**config.mk**
```make
export PLATFORM = sky130hd
export DESIGN_NAME = lta_ctrl
export DESIGN_NICKNAME = d
export VERILOG_FILES = /design/src/lta_pkg.sv /design/src/lta_ctrl.sv
export SDC_FILE = /design/constraint.sdc
export NUM_CORES = 1
export LEC_CHECK = 0
export BUFFER_PORTS_ARGS = -buffer_cell sky130_fd_sc_hd__buf_2
export CAP_MARGIN = 20
export CORE_AREA = 3 3 40 42
export CTS_CLUSTER_SIZE = 8
export DETAILED_ROUTE_END_ITERATION = 12
export DIE_AREA = 0 0 43 45
export PLACE_DENSITY = 0.33
export SYNTH_ARGS = -nofsm -noshare
export SYNTH_HDL_FRONTEND = slang
export SYNTH_SLANG_ARGS = --single-unit
```
**constraint.sdc**
```tcl
create_clock -name clk -period 0.97 [get_ports clk]
set_input_delay 0.097 -clock clk [delete_from_list [all_inputs] [get_ports clk]]
set_output_delay 0.097 -clock clk [all_outputs]
set_load 0.03 [all_outputs]
```
**src/lta_pkg.sv**
```systemverilog
// Shared types and constants for the last-touch attribution block.
// Holds field widths, operation codes and the controller/datapath
// command and status structs. No dependencies.
`default_nettype none

package lta_pkg;

  localparam int FUNC_W  = 2;
  localparam int KEY_W   = 32;
  localparam int VAL_W   = 16;
  localparam int BKT_W   = 7;
  localparam int TOTAL_W = 32;

  localparam logic [FUNC_W-1:0] FUNC_EVENT = 2'd0;
  localparam logic [FUNC_W-1:0] FUNC_READ  = 2'd1;
  localparam logic [FUNC_W-1:0] FUNC_CLEAR = 2'd2;

  localparam logic [TOTAL_W-1:0] TOTAL_MAX = {TOTAL_W{1'b1}};

  // Commands from the controller to the datapath.
  typedef struct packed {
    logic take;         // request accepted this cycle
    logic sweep_step;   // zero one bucket and advance the sweep counter
    logic credit_wr;    // write the saturated credit back
    logic out_load;     // load the read result into the output register
  } lta_cmd_t;

  // Status from the datapath to the controller.
  typedef struct packed {
    logic is_clear;
    logic is_read;
    logic credit_needed;
    logic sweep_done;
    logic out_free;
  } lta_sts_t;

endpackage

`default_nettype wire

```
**src/lta_ctrl.sv**
```systemverilog
// Controller state machine: request acceptance, clearing sweep,
// credit write-back and result hand-off. Depends on lta_pkg.
`default_nettype none

module lta_ctrl (
  input  wire logic              clk,
  input  wire logic              rst_n,
  input  wire logic              in_valid,
  output logic                   in_ready,
  input  wire lta_pkg::lta_sts_t sts,
  output lta_pkg::lta_cmd_t      cmd
);
  import lta_pkg::*;

  localparam logic [1:0] ST_IDLE   = 2'd0;
  localparam logic [1:0] ST_CLEAR  = 2'd1;
  localparam logic [1:0] ST_RESP   = 2'd2;
  localparam logic [1:0] ST_CREDIT = 2'd3;

  logic [1:0] state_r;
  logic [1:0] state_nxt;

  assign in_ready = (state_r == ST_IDLE);

  always_comb begin
    cmd        = '0;
    state_nxt  = state_r;
    case (state_r)
      ST_IDLE: begin
        cmd.take = in_valid;
        if (in_valid) begin
          if (sts.is_clear) begin
            state_nxt = ST_CLEAR;
          end else if (sts.is_read) begin
            state_nxt = ST_RESP;
          end else if (sts.credit_needed) begin
            state_nxt = ST_CREDIT;
          end
        end
      end
      ST_CLEAR: begin
        cmd.sweep_step = 1'b1;
        if (sts.sweep_done) begin
          state_nxt = ST_IDLE;
        end
      end
      ST_RESP: begin
        // Hold the read data until the output register can take it.
        if (sts.out_free) begin
          cmd.out_load = 1'b1;
          state_nxt    = ST_IDLE;
        end
      end
      ST_CREDIT: begin
        cmd.credit_wr = 1'b1;
        state_nxt     = ST_IDLE;
      end
      default: begin
        state_nxt = ST_IDLE;
      end
    endcase
  end

  // Reset starts a sweep that zeroes every bucket total.
  always_ff @(posedge clk) begin
    if (!rst_n) begin
      state_r <= ST_CLEAR;
    end else begin
      state_r <= state_nxt;
    end
  end

endmodule

`default_nettype wire

```
---- Yosys cells after proc, flatten, opt, wreduce, memory -nomap -nowiden ----
Cells that the tools add are included.
operators by class
  muxes and demuxes ....................... 12
  equality and inequality tests ........... 7
  reduce and logical (&&, ||, !) cells .... 2
operators by type and width
  cell                                                    number
  2-to-1 mux 2 bit                                        6
  case mux 2 bit (4 select lines)                         1
  inequality test 2 bit (second input constant)           3
  2-to-1 mux 1 bit                                        5
  == test 2 bit (second input constant)                   2
  inequality test 4 x 1 -> 1 bit (second input constant)  1
  AND reduction 4 bit                                     1
  == test 2 x 1 -> 1 bit (second input constant)          1
  zero test 2 bit                                         1
word-level totals
  input bits .............................. 8
  bits in registers ....................... 2
  output and inout bits ................... 5
  logic and storage cells ................. 22

---- Longest topological paths before layout ----
Gate-level depths: netlist of run 1.
  depth in word-level cells ............... 5
  depth in mapped cells ................... 3
  gate-level depth less buffers ........... 3

---- Worst setup path after synthesis of run 1 ----
OpenSTA, ideal clock, no wires.
  path type ............................... register -> register
  from .................................... register state_r[1]
  to ...................................... register state_r[0]
  period minus slack after synthesis ...... 1143 ps
  stages on the path, launching flop included .. 4
  path buffers ............................ 0
  library setup time ...................... 95 ps
  required time ........................... 875 ps
  arrival ................................. 1047 ps
  setup slack ............................. -173 ps
  cell sequence ........................... dfxtp_1 > nor3b_2 > o21ai_1 > o311ai_1
between the ends
  longest elaborated chain between the ends .. 3
  elaborated cells on any way between the ends .. 10
  those cells by class .................... eq/ne (7); mux (1); reduce/logical (2)
ends and longest elaborated chain
  item                                                                                             RTL line        text
  start: declaration                                                                               lta_ctrl.sv:20  logic [1:0] state_r;
  start signal: assignment                                                                         lta_ctrl.sv:69  state_r <= state_nxt;
  == test 2 x 1 -> 1 bit (tied with other cells)                                                   lta_ctrl.sv:28  case (state_r)
  inequality test 2 bit (no source line) / inequality test 4 x 1 -> 1 bit (equally long branches)  --
  AND reduction 4 bit (no source line)                                                             --
Several ways; a longest one is shown, not always the timed one.
A chain may end at the register's enable or synchronous reset.

==> results of run 1 <==
## metrics by stage
stage / total power [uW] / setup WS [ns] / area [sq um]
after floorplan: 141 / -0.0207 / 139
after global placement: 173 / 0.0451 / 218
after detailed placement: 172 / 0.0604 / 218
after CTS: 380 / -0.0897 / 280
after global routing: 411 / -0.151 / 299
final: 372 / -0.0867 / 299
## power by group through the flow
stage / combinational [uW] / clock, uW / sequential, uW
finish: 94.2 / 184 / 93.3
global route: 102 / 214 / 93.9
CTS: 89.2 / 197 / 93.6
detailed placement: 75.3 / 0 / 97.2
global placement: 75.2 / 0 / 97.7
floorplan: 45.0 / 0 / 95.8
## repair_timing
item	CTS	global route
setup buffers	1	1
setup endpoints to repair	5	6
resized for setup	12	2
hold endpoints to repair	0	0
pin swaps	1	2
## cells in the final DEF, fill, tap and decap left out, drive strengths merged
master,count
o311ai,1
dfxtp,2
nor3b,1
nor2,3
and4bb,1
inv,1
and2,1
nor3,1
clkbuf,3
o21ai,1
buf,14
and3,1
a41o,1
nor2b,1
## routing by layer
layer  share of wire  vias to the layer above  global-route usage  wire [microns]
li1                -                       92                   -               -
met1            0.50                       81              0.0718             218
met2            0.39                       11              0.0689             173
met3            0.11                        0              0.0478              48
met4               0                        0              0.0361               0
met5               0                        -                   0               0
## cell type report
| type | instances | area [sq um] | share of cell area |
|---|---|---|---|
| Clock buffer | 3 | 22.5 | 0.0753 |
| Tap cell | 15 | 18.8 | 0.0628 |
| Inverter | 1 | 3.75 | 0.0126 |
| Sequential cell | 2 | 47.5 | 0.159 |
| Multi-Input combinational cell | 12 | 108 | 0.360 |
| Timing Repair Buffer | 14 | 98.8 | 0.331 |
## path summary, 6_finish.rpt
| path | from | end | slack [ns] | cells after the start |
|---|---|---|---|---|
| max | state_r[0] | cmd[0] | -0.09 | 3 |
| min | sts[1] | state_r[0] | 0.08 | 2 |
| max reg2reg | state_r[1] | state_r[1] | -0.02 | 3 |
| min reg2reg | state_r[0] | state_r[0] | 0.58 | 2 |
## Yosys cell counts, drive strengths merged
| cell type | number | share of area |
|---|---|---|
| a41o | 1 | 0.077 |
| and2 | 1 | 0.058 |
| and3 | 1 | 0.058 |
| and4bb | 1 | 0.096 |
| dfxtp | 2 | 0.31 |
| inv | 1 | 0.029 |
| nor2 | 3 | 0.087 |
| nor2b | 1 | 0.048 |
| nor3 | 1 | 0.038 |
| nor3b | 1 | 0.096 |
| o21ai | 1 | 0.038 |
| o311ai | 1 | 0.067 |
## worst reg2reg max path: cells and delay by family (launching register included)
kind	cells	cell delay, ns
compound gates	1	0.19
buf+inv	1	0.14
flops	1	0.35
simple gates	1	0.19
## cells by family (layout without fill, tap and decap cells)
group                  count (synthesis)  in the layout  synth area share
AOI/OAI and AO/OA                      3              3             0.183
buffers and inverters                  1             18            0.0288
DFF                                    2              2             0.308
and+or+nand+nor                        9              9             0.481
==> impl_metrics.csv, run 1 <==
group,metric,value,unit
status,outcome,"finished, violations left",
status,violations,"setup timing",
sta,worstMarginPinSlew,0.217,ns
sta,report.final.slew_viol_count,0,
worst_setup_path,required,0.87,ns
sta,min_period,1.06,ns
yosys,yosysSeqAreaShare,0.308,
worst_setup_path,path_cells,"inv_2, and3_4, buf_6",
cells_and_area,drive_gt1_frac,0.781,
die,fp.dieW,43,microns
sta,relSlewSlack,0.855,
worst_setup_path,cp_slowest_cell,"dfxtp_4",
worst_setup_path,cp.arrival,0.96,ns
yosys,synth_seq_cells,2,
cells_and_area,final_util,0.233,
die,io_pins,13,
die,core-area,0.00128,sq mm
global_route,grt_overflow,0,
global_route,grt_max_degree,9,
pwr,p_clk_frac,0.496,
cts,cts_tree,"done",
worst_setup_path,crit_family,"flip-flops",
route,totalWireLength,440,microns
cells_and_area,syn2layout_area_growth,130,%
sta,skew,0.00171,ns
sta,timing.hold.ws,0.0834,ns
worst_setup_path,max_stage_delay,0.35,ns
cts,cts_root_buf,"clkbuf_4",
global_route,grt_pass1_wl,779,microns
worst_setup_path,end_kind,"primary output",
yosys,syn-cell-area,130,sq um
cells_and_area,fill_cells,149,
yosys,synth_nets,23,
worst_setup_path,startpoint_type,"flop",
yosys,avgSynthCellArea,8.68,sq um
sta,finalWorstSetupSlack,-0.0867,ns
worst_setup_path,path_buf_inv,2,
die,start_util,0.101,
cts,cts_buffers,3,
global_route,grtUsageTotal,0.0590,
route,drtPass1Iterations,2,
placed_design,io_buffers,12,
sta,fmax,946,MHz
global_route,antenna_found_initial,0,
pwr,ir_drop,0.526,mV
die,placementRows,13,
route,viasPerCell,3.91,
pwr,p_seq_frac,0.251,
hold_path,worstHoldPathType,"primary input to flop",
cts,cts_buffer_depth,2,
pwr,p_leak,0.000146,uW
die,design.die.area,0.00194,sq mm
route,ant_nets,0,
cells_and_area,largest_reg_flops,2,
cts,clk_pin_slew,0.03,ns
route,drtIter0Drc,3,
pwr,power_density,1240,mW/mm^2
sta,finalHoldViolCount,0,
cells_and_area,nNetsFinal,42,
cells_and_area,largestRegisters,"state_r: 2 flops",
cells_and_area,largest_register,"state_r",
cts,clk_latency,0.22,ns
cts,ctsHoldBuffers,0,
sta,rsz0062_at_grt,"true",
yosys,synth-warning-count,0,
yosys,yosysUniqueCellTypes,12,
yosys,synth_cells,15,
die,fp.dieH,45,microns
worst_setup_path,worstPathMaxFanout,5,
job,drv_cap,0,
route,post_drt_wl_per_cell,9.36,microns
sta,setup_viol,5,
cts,h-tree-depth,1,
placed_design,gp_congestion,0.751,
sta,fin_crit_sh,1.09,
pwr,switching_share,0.281,
route,drc,0,
sta,finalSetupTns,-0.252,ns
pwr,p_int,267,uW
worst_setup_path,worstSetupPathType,"flop to primary output",
global_route,grt_pass1_vias,170,
pwr,switching_power,104,uW
cells_and_area,antenna_cells,0,
route,vias,184,
pwr,comb_power_share,0.253,
cts,cts.sinks,2,
placed_design,placedCellCount,42,
cells_and_area,fin_cells,47,
Note: power is estimated with default switching activity, not from simulation.
==> run 2: changes to the inputs <==
--- a/config.mk
+++ b/config.mk
@@ -5,13 +5,14 @@
 export SDC_FILE = /design/constraint.sdc
 export NUM_CORES = 1
 export LEC_CHECK = 0
+export ABC_AREA = 1
 export BUFFER_PORTS_ARGS = -buffer_cell sky130_fd_sc_hd__buf_2
 export CAP_MARGIN = 20
 export CORE_AREA = 3 3 40 42
 export CTS_CLUSTER_SIZE = 8
 export DETAILED_ROUTE_END_ITERATION = 12
 export DIE_AREA = 0 0 43 45
-export PLACE_DENSITY = 0.33
+export PLACE_DENSITY = 0.37
 export SYNTH_ARGS = -nofsm -noshare
 export SYNTH_HDL_FRONTEND = slang
 export SYNTH_SLANG_ARGS = --single-unit
==> impl_metrics.csv, run 2 <==
group,metric,value,unit
cts,cts_buffer_depth,2,
cells_and_area,drive_gt1_frac,0.635,
sta,fin_crit_sh,1.12,
placed_design,placedCellCount,60,
cells_and_area,largest_register,"state_r",
global_route,grt_max_degree,6,
worst_setup_path,cpMostUsedCell,"nor2_4",
status,violations,"setup timing",
global_route,grt_pass1_wl,972,microns
global_route,grt_pass1_vias,263,
worst_setup_path,path_cells,"nor2_4, inv_2, nor2_4, buf_6",
worst_setup_path,required,0.87,ns
route,viasPerCell,3.76,
worst_setup_path,path_buf_inv,2,
yosys,synth_largest_area_cell,"dfxtp_1",
global_route,grt_overflow,0,
route,totalWireLength,551,microns
cells_and_area,final_cell_mix,"nand2_1, buf_2, inv_1, buf_6",
route,post_drt_wl_per_cell,8.22,microns
sta,fmax,918,MHz
worst_setup_path,worstPathMaxFanout,5,
sta,setup_viol,6,
worst_setup_path,r2r_cells,7,
sta,worstMarginPinSlew,0.130,ns
cts,cts_tree,"done",
worst_setup_path,startpoint_type,"flop",
die,placementRows,13,
cells_and_area,largest_reg_flops,2,
hold_path,worstHoldPathType,"primary input to flop",
worst_setup_path,reg2reg_slack,-0.06,ns
yosys,yosys-top-cells-count,"nand2_1, inv_1, nor2_1",
sta,skew,0.00442,ns
yosys,synth_top_cell_area_share,0.229,
cells_and_area,nNetsFinal,62,
job,drv_cap,0,
route,ant_nets,0,
placed_design,place_area,274,sq um
global_route,antenna_found_initial,0,
hold_path,hold_depth,4,
yosys,synth-warning-count,0,
pwr,ir_drop,0.270,mV
cts,clk_latency,0.22,ns
yosys,yosysSeqAreaShare,0.229,
route,drc,0,
cells_and_area,largestRegisters,"state_r: 2 flops",
die,core-area,0.00128,sq mm
hold_path,min_from,"rst_n",
placed_design,dp_hpwl,390,microns
yosys,async_flop_share,0,
sta,finalHoldViolCount,0,
yosys,synth_cells,33,
yosys,avgSynthCellArea,5.31,sq um
cts,cts.sinks,2,
status,outcome,"finished, violations left",
die,start_util,0.136,
cells_and_area,antenna_cells,0,
worst_setup_path,max_stage_delay,0.35,ns
sta,report.final.slew_viol_count,0,
sta,relSlewSlack,0.913,
cells_and_area,syn2layout_area_growth,119,%
die,fp.dieW,43,microns
yosys,ys_dominant_reg_cell,"dfxtp_1",
yosys,synth_seq_cells,2,
hold_path,whs_endpoint,"state_r[0]",
die,fp.dieH,45,microns
cts,clk_pin_slew,0.03,ns
placed_design,gp_congestion,0.654,
worst_setup_path,r2r_end,"state_r[1]",
global_route,grtUsageTotal,0.0697,
die,design.die.area,0.00194,sq mm
worst_setup_path,worstSetupPathType,"flop to primary output",
worst_setup_path,end_kind,"primary output",
sta,rsz0062_at_grt,"true",
worst_setup_path,reg2reg_from,"state_r[1]",
yosys,synth.area.top_cells,"dfxtp_1, nand2_1, inv_1",
route,drtPass1Iterations,1,
yosys,yosysUniqueCellTypes,9,
worst_setup_path,crit_family,"flip-flops",
route,drtIter0Drc,0,
placed_design,io_buffers,12,
cells_and_area,stdcell_area,384,sq um
pwr,power_density,1610,mW/mm^2
yosys,yosysMostFrequentCell,"nand2_1",
yosys,synth_nets,41,
yosys,synth_enable_flop_cells,0,
worst_setup_path,cp_slowest_cell,"dfxtp_4",
cts,ctsHoldBuffers,0,
cts,h-tree-depth,1,
cts,cts_root_buf,"clkbuf_4",
sta,finalWorstSetupSlack,-0.119,ns
cts,cts_buffers,3,
worst_setup_path,cp.arrival,0.99,ns
yosys,syn-cell-area,175,sq um
sta,timing.hold.ws,0.131,ns
die,io_pins,13,
cells_and_area,fin_cells,67,
route,vias,252,
sta,min_period,1.09,ns
pwr,p_leak,0.000211,uW
run 2: per-layer routing:
metal	track usage	part of all wire	wire [microns]	vias up
met2	0.108	0.49	270	10
li1	-	-	-	136
met5	0	0	0	-
met1	0.0764	0.39	216	106
met4	0.0542	0	0	0
met3	0.0279	0.12	64	0
run 2: worst max path at each step:
stage | startpoint | end | cells past startpoint | slack, ns
after global routing | state_r[1] | cmd[3] | 4 | -0.17
after CTS | state_r[1] | cmd[3] | 4 | -0.12
final | state_r[1] | cmd[3] | 4 | -0.12
after floorplan | state_r[0] | state_r[1] | 7 | -0.08
after detailed placement | state_r[1] | cmd[3] | 4 | 0.003
after global placement | state_r[1] | cmd[3] | 4 | 0.008
run 2: layout make-up:
class	instances	area (sq um)
fill	149	901
inverter	8	32.5
multi-input combinational	23	141
tap	15	18.8
timing repair buffer	16	121
sequential	2	47.5
clock buffer	3	22.5
run 2: repair_timing:
item	in CTS	in global routing
endpoints found under the setup margin	5	7
resized for setup	12	7
setup buffers	4	0
pin swaps	1	3
run 2: metrics by stage:
| step | setup slack (ns) | TNS (ns) | total power [uW] | utilization |
|---|---|---|---|---|
| 6_report | -0.119 | -0.426 | 618 | 0.299 |
| 5_1_grt | -0.172 | -0.782 | 662 | 0.299 |
| 4_1_cts | -0.120 | -0.439 | 606 | 0.278 |
| 3_5_place_dp | 0.00260 | 0 | 337 | 0.213 |
| 3_3_place_gp | 0.00812 | 0 | 337 | 0.213 |
| 2_1_floorplan | -0.0751 | -0.150 | 280 | - |
run 2: power by group:
part	switching, uW	internal [uW]
combinational	169	145
clock	46.6	136
sequential	21.4	99.4
total	237	381
run 2: worst min-delay path, stage by stage:
cell and delay, ns:
buf_2 0.09, nand2_1 0.05, inv_1 0.04, nand2_1 0.04
run 2: logic make-up (layout without fill, tap and decap cells):
group	after synthesis	in the layout	synth area share
compound gates	1	1	0.0285
flops	2	2	0.229
buf+inv	8	27	0.171
simple gates	22	22	0.571
